**config.mk**
```make
export PLATFORM = sky130hd
export DESIGN_NAME = decimal_length_prefixed_deframer_unit
export DESIGN_NICKNAME = d
export VERILOG_FILES = /design/src/dlpd_pkg.sv /design/src/decimal_length_prefixed_deframer_unit.sv
export VERILOG_INCLUDE_DIRS = /design/src /design/src/src
export SDC_FILE = /design/constraint.sdc
export NUM_CORES = 1
export LEC_CHECK = 0
export BUFFER_PORTS_ARGS = -buffer_cell sky130_fd_sc_hd__buf_2
export CAP_MARGIN = 20
export CORE_MARGIN = 2
export CORE_UTILIZATION = 35
export CTS_BUF_LIST = sky130_fd_sc_hd__clkbuf_16
export DETAILED_ROUTE_END_ITERATION = 12
export PLACE_DENSITY = 0.61
export SLEW_MARGIN = 40
export SYNTH_ARGS = -nofsm -noshare
export SYNTH_HDL_FRONTEND = slang
export SYNTH_SLANG_ARGS = --single-unit
export TNS_END_PERCENT = 30
```
**constraint.sdc**
```tcl
create_clock -name clk -period 4.5 [get_ports clk]
set_input_delay 0.675 -clock clk [delete_from_list [all_inputs] [get_ports clk]]
set_output_delay 0.675 -clock clk [all_outputs]
set_load 0.005 [all_outputs]
```
**src/decimal_length_prefixed_deframer_unit_macros.svh**
```systemverilog
`ifndef DECIMAL_LENGTH_PREFIXED_DEFRAMER_UNIT_MACROS_SVH
`define DECIMAL_LENGTH_PREFIXED_DEFRAMER_UNIT_MACROS_SVH

// same-cycle implication, checked outside reset
`define DLPD_ASSERT_IMPLIES(label, ante, cons) \
	label: assert property (@(posedge clk) disable iff (!arst_n) (ante) |-> (cons)) \
		else $error("deframer check failed");

// next-cycle implication, checked outside reset
`define DLPD_ASSERT_NEXT(label, ante, cons) \
	label: assert property (@(posedge clk) disable iff (!arst_n) (ante) |=> (cons)) \
		else $error("deframer check failed");

`endif

```
**src/dlpd_pkg.sv**
```systemverilog
`default_nettype none

package dlpd_pkg;

	localparam int unsigned LENGTH_BITS_DEFAULT = 32;
	localparam logic [31:0] MAX_FRAME_LENGTH_RESET = 32'd1048576;

	localparam logic [7:0] CHAR_KEEPALIVE = 8'h6B;
	localparam logic [7:0] CHAR_NEWLINE   = 8'h0A;
	localparam logic [7:0] CHAR_ZERO      = 8'h30;
	localparam logic [7:0] CHAR_NINE      = 8'h39;

	typedef enum logic [1:0] {
		PH_LENGTH  = 2'd0,
		PH_PAYLOAD = 2'd1,
		PH_ERROR   = 2'd2
	} phase_t;

endpackage

`default_nettype wire

```
**src/decimal_length_prefixed_deframer_unit.sv**
```systemverilog
`default_nettype none

// Deframes a byte stream of ASCII decimal length lines (digits, then a newline)
// each followed by that many payload bytes. Payload bytes leave one per transfer
// with m_tlast on the final byte of a frame; a zero length gives a single
// empty-frame transfer (m_tuser[0] and m_tlast set, data zero). A length above
// max_frame_length, or any byte other than a digit or newline in a length line
// (a 'k' keepalive before the first digit is skipped), gives one error transfer
// (m_tuser[1] set) and the block then drops every byte until reset. One byte is
// accepted per clock cycle: an input register feeds a single state update into
// an output register, and the input side stalls only while a result waits on
// the output side and the input register is full.
module decimal_length_prefixed_deframer_unit
	import dlpd_pkg::*;
#(
	parameter int unsigned LENGTH_BITS = LENGTH_BITS_DEFAULT
) (
	input  wire logic        clk,
	input  wire logic        arst_n,
	input  wire logic        s_tvalid,
	output logic             s_tready,
	input  wire logic [7:0]  s_tdata,   // in_byte
	output logic             m_tvalid,
	input  wire logic        m_tready,
	output logic [7:0]       m_tdata,   // out_byte
	output logic             m_tlast,   // is_last
	output logic [1:0]       m_tuser,   // is_empty, is_error
	input  wire logic        cfg_valid,
	output logic             cfg_ready,
	input  wire logic [31:0] cfg_data   // max_frame_length
);

	localparam int unsigned ACC_W = LENGTH_BITS + 4;
	localparam int unsigned CMP_W = (LENGTH_BITS > 32) ? LENGTH_BITS : 32;

	logic [31:0] max_len_q;

	logic       valid_s1;
	logic [7:0] byte_s1;

	phase_t                 phase_q, phase_d;
	logic [LENGTH_BITS-1:0] acc_q, acc_d;
	logic                   digits_q, digits_d;
	logic [LENGTH_BITS-1:0] rem_q, rem_d;

	logic       go;
	logic       res_valid;
	logic [7:0] res_byte;
	logic       res_last;
	logic       res_empty;
	logic       res_error;

	logic       is_digit;
	logic       is_nl;
	logic       is_keep;
	logic       too_long;
	logic       len_zero;
	logic       rem_one;
	logic [ACC_W-1:0] acc_ext;
	logic [ACC_W-1:0] acc_next;

	assign cfg_ready = 1'b1;

	always_ff @(posedge clk or negedge arst_n) begin
		if (!arst_n) begin
			max_len_q <= MAX_FRAME_LENGTH_RESET;
		end else if (cfg_valid) begin
			max_len_q <= cfg_data;
		end
	end

	assign go       = valid_s1 && (!m_tvalid || m_tready);
	assign s_tready = !valid_s1 || go;

	always_ff @(posedge clk or negedge arst_n) begin
		if (!arst_n) begin
			valid_s1 <= 1'b0;
		end else if (s_tready) begin
			valid_s1 <= s_tvalid;
		end
	end

	always_ff @(posedge clk) begin
		if (s_tready && s_tvalid) begin
			byte_s1 <= s_tdata;
		end
	end

	assign is_digit = (byte_s1 >= CHAR_ZERO) && (byte_s1 <= CHAR_NINE);
	assign is_nl    = (byte_s1 == CHAR_NEWLINE);
	assign is_keep  = (byte_s1 == CHAR_KEEPALIVE) && !digits_q;
	assign too_long = CMP_W'(acc_q) > CMP_W'(max_len_q);
	assign len_zero = (acc_q == '0);
	assign rem_one  = (rem_q == LENGTH_BITS'(1));

	// acc * 10 + digit, saturating at all ones
	assign acc_ext  = ACC_W'(acc_q);
	assign acc_next = (acc_ext << 3) + (acc_ext << 1) + ACC_W'(byte_s1[3:0]);

	always_comb begin
		phase_d = phase_q;
		case (phase_q)
			PH_PAYLOAD: begin
				if (rem_one) begin
					phase_d = PH_LENGTH;
				end
			end
			PH_LENGTH: begin
				if (is_keep || is_digit) begin
					phase_d = PH_LENGTH;
				end else if (is_nl) begin
					if (too_long) begin
						phase_d = PH_ERROR;
					end else if (!len_zero) begin
						phase_d = PH_PAYLOAD;
					end
				end else begin
					phase_d = PH_ERROR;
				end
			end
			PH_ERROR: phase_d = PH_ERROR;
			default:  phase_d = PH_ERROR;
		endcase
	end

	always_comb begin
		acc_d     = acc_q;
		digits_d  = digits_q;
		rem_d     = rem_q;
		res_valid = 1'b0;
		res_byte  = '0;
		res_last  = 1'b0;
		res_empty = 1'b0;
		res_error = 1'b0;
		case (phase_q)
			PH_PAYLOAD: begin
				rem_d     = rem_q - LENGTH_BITS'(1);
				res_valid = 1'b1;
				res_byte  = byte_s1;
				res_last  = rem_one;
			end
			PH_LENGTH: begin
				if (is_keep) begin
					res_valid = 1'b0;
				end else if (is_nl) begin
					acc_d    = '0;
					digits_d = 1'b0;
					if (too_long) begin
						res_valid = 1'b1;
						res_error = 1'b1;
					end else if (len_zero) begin
						res_valid = 1'b1;
						res_last  = 1'b1;
						res_empty = 1'b1;
					end else begin
						rem_d = acc_q;
					end
				end else if (is_digit) begin
					digits_d = 1'b1;
					if (acc_next[ACC_W-1:LENGTH_BITS] != '0) begin
						acc_d = '1;
					end else begin
						acc_d = acc_next[LENGTH_BITS-1:0];
					end
				end else begin
					acc_d     = '0;
					digits_d  = 1'b0;
					res_valid = 1'b1;
					res_error = 1'b1;
				end
			end
			PH_ERROR: res_valid = 1'b0;
			default:  res_valid = 1'b0;
		endcase
	end

	always_ff @(posedge clk or negedge arst_n) begin
		if (!arst_n) begin
			phase_q  <= PH_LENGTH;
			acc_q    <= '0;
			digits_q <= 1'b0;
			rem_q    <= '0;
		end else if (go) begin
			phase_q  <= phase_d;
			acc_q    <= acc_d;
			digits_q <= digits_d;
			rem_q    <= rem_d;
		end
	end

	always_ff @(posedge clk or negedge arst_n) begin
		if (!arst_n) begin
			m_tvalid <= 1'b0;
		end else if (go) begin
			m_tvalid <= res_valid;
		end else if (m_tready) begin
			m_tvalid <= 1'b0;
		end
	end

	always_ff @(posedge clk) begin
		if (go) begin
			m_tdata <= res_byte;
			m_tlast <= res_last;
			m_tuser <= {res_error, res_empty};
		end
	end

`include "decimal_length_prefixed_deframer_unit_macros.svh"

	`DLPD_ASSERT_NEXT(a_error_sticky, phase_q == PH_ERROR, phase_q == PH_ERROR)
	`DLPD_ASSERT_IMPLIES(a_payload_count, phase_q == PH_PAYLOAD, rem_q != '0)
	`DLPD_ASSERT_IMPLIES(a_error_result, m_tvalid && m_tuser[1],
		!m_tlast && !m_tuser[0] && (m_tdata == 8'd0))
	`DLPD_ASSERT_IMPLIES(a_empty_result, m_tvalid && m_tuser[0],
		m_tlast && (m_tdata == 8'd0))

endmodule

`default_nettype wire

```
==> results.toml <==
[global_route]
grt_pass1_vias = 7930
overflow = 0
grtUsageTotal_pct = 21.1
grt_antenna_before_repair = 0
grt_max_degree = 76
grt_pass1_wl_um = 43700

[sta]
setup_violations = 0
finalSetupTns_ns = 0
worst_pin_slew_ns = 0.801
fin_skew_ns = 0.0105
rsz0062_at_grt = "no"
finalHoldViolCount = 0
min_period_ns = 3.92
finalMaxSlewViolations = 0
relSlewSlack_pct = 46.1
fmaxAchievable_mhz = 255
fin_crit_sh_pct = 87.1

[place]
dp_hpwl_um = 19500
io_buffer_count = 57
gp_congestion = 0.953

[power_and_ir_drop]
cellPowerDensity_mw_per_mm2 = 270
power_leakage_nw = 4.68
ir_worst_vdd_uv = 260

[clocking]
cts_hold_buf = 0
post_cts_buffers = 0
cts_buffers = 17
cts_resized = 0
clock_latency_ns = 0.43
cts_buffer_depth = 2
htreeDepth = 4
clkSinkCount = 120
clkTransAtPathRegs_ns = 0.07
root_buffer = "clkbuf_16"
tritoncts = "done"

[yosys]
yosysSeqAreaShare_pct = 35.1
async_reset_ff_share_pct = 84.2
ys_warn_count = 0
ys_types = 77
synth_edf_count = 19
ys_ff_latch = 120
syn_avg_cell_area_um2 = 8.63
ys.flop_type = "dfrtp_1"
synth_area_mm2 = 0.00882
syn_inst = 1022
synth_nets = 1166

[floorplanning]
fp.dieH_um = 163
dieArea_mm2 = 0.0265
num_rows = 58
die_w_um = 163
start_util_pct = 35.3
core_mm2 = 0.0250
io_pins = 59

[route]
ant_nets = 0
drc_errors = 0
drt-wirelength-per-cell_um = 19.2
drtIter0Drc = 789
wirelength_um = 27000
first_pass_iters = 6
viasPerCell = 5.77
vias = 8110

[setup_path]
crit_path_max_fanout = 15
critPathArrivalTime_ns = 4.27
cp.required_ns = 4.85
worstSetupPathType = "reg2reg"
cp-start-kind = "register"
worstSetupEndpointType = "register"

[worst_hold_path]
worstHoldPathType = "in2async"

[job]
drv_cap = 0

[cells_and_area]
nets = 1206
n_antenna_cell = 0
fin_util_pct = 40.1
drive_above_1_share_pct = 12.2
area_delta_synth_final_pct = 13.5

[outcome]
status = "completed"
[per-stage QoR]
stage | worst slack [ns] | hold WS, ns | cell area (µm²) | total power, W | std cells
after floorplan | 1.16 | 0.379 | 8820 | 0.00125 | 1022
after global placement | 0.783 | 0.472 | 9410 | 0.00133 | 1373
after detailed placement | 0.654 | 0.474 | 9410 | 0.00133 | 1373
after CTS | 0.627 | 0.302 | 10000 | 0.00272 | 1405
after global routing | 0.265 | 0.317 | 10000 | 0.00279 | 1405
final | 0.580 | 0.273 | 10000 | 0.00270 | 1405
[worst max-delay path, cell delays in order, from the launching register on]
cell	delay, ns
edfxtp_1	0.46
fa_1	0.59
inv_1	0.06
fa_1	0.46
nand2b_1	0.18
a21oi_1	0.28
o21ai_0	0.24
o41ai_1	0.47
or3_1	0.18
o2bb2ai_2	0.34
buf_4	0.34
nor3_1	0.07
o21ai_0	0.17
[worst paths after layout]
kind | startpoint | end | slack (ns) | cells past startpoint
setup / recovery | byte_s1[3] | acc_q[14] | 0.58 | 12
hold / removal | arst_n | max_len_q[19] | 0.27 | 1
setup reg to reg | byte_s1[3] | acc_q[14] | 0.58 | 12
hold reg to reg | rem_q[24] | rem_q[24] | 0.49 | 1
max in group asynchronous | arst_n | rem_q[11] | 3.34 | 2
min in group clk | s_tdata[1] | byte_s1[1] | 0.42 | 1
[cell type report]
type	instances	area, µm²
clock buffer	17	425
clock inverter	15	171
fill	2538	15000
inverter	60	225
multi-input combinational	793	5290
sequential	120	3100
tap	330	413
timing repair buffer	70	392
[synthesized netlist by cell type (12+ instances only)]
cell        n  area [µm²]
nor2_1     51         191
dfrtp_1   100        2500
o211ai_1   18         135
nor4_1     14        87.6
a21o_1     20         150
o21ai_0   100         500
nand4_1    27         169
a21oi_1    73         365
and3_1     12        75.1
clkbuf_1   31         116
nand2_1   120         450
edfxtp_1   19         571
inv_1      59         221
nor3_1     56         280
nand3_1    14        70.1
xnor2_1    18         158
ha_1       97        1210
o221ai_1   16         140
[cells in the final DEF (no fill, tap or decap), drive strengths merged, types with 18 or more instances in the layout]
master	count
a21oi	75
ha	97
a21o	20
edfxtp	19
o21ai	101
nor2	52
xnor2	18
inv	70
dfrtp	100
nor3	56
buf	70
nand2	121
o211ai	18
nand4	27
[report_power, final]
group	switching [W]	total (W)	internal [W]
clock network	0.000640	0.00139	0.000750
registers	0.0000148	0.00115	0.00114
logic	0.000105	0.000158	0.0000531
total	0.000759	0.00270	0.00194
[registers in the layout, summed over array words and instances (netlist names), 2 cells and up]
| name | cells |
|---|---|
| rem_q | 32 |
| m_tuser | 2 |
| byte_s1 | 8 |
| max_len_q | 32 |
| phase_q | 2 |
| acc_q | 32 |
| m_tdata | 8 |
[kinds of logic after synthesis]
group,synth area share [%]
simple gates,19.5
compound gates,22.7
flops,35.1
buf+inv,5.16
fa+ha+maj,14.2
xor+xnor,2.58
mux,0.695
other cells,0.0425
[routing by layer]
layer	GRT usage (%)	up-vias	routed length, µm
met2	32.5	268	12000
met1	28.8	3896	12400
met5	0	-	0
met3	4.05	58	1540
met4	9.45	0	1040
li1	-	3888	-
No activity file was read; power rests on OpenSTA's default activity.
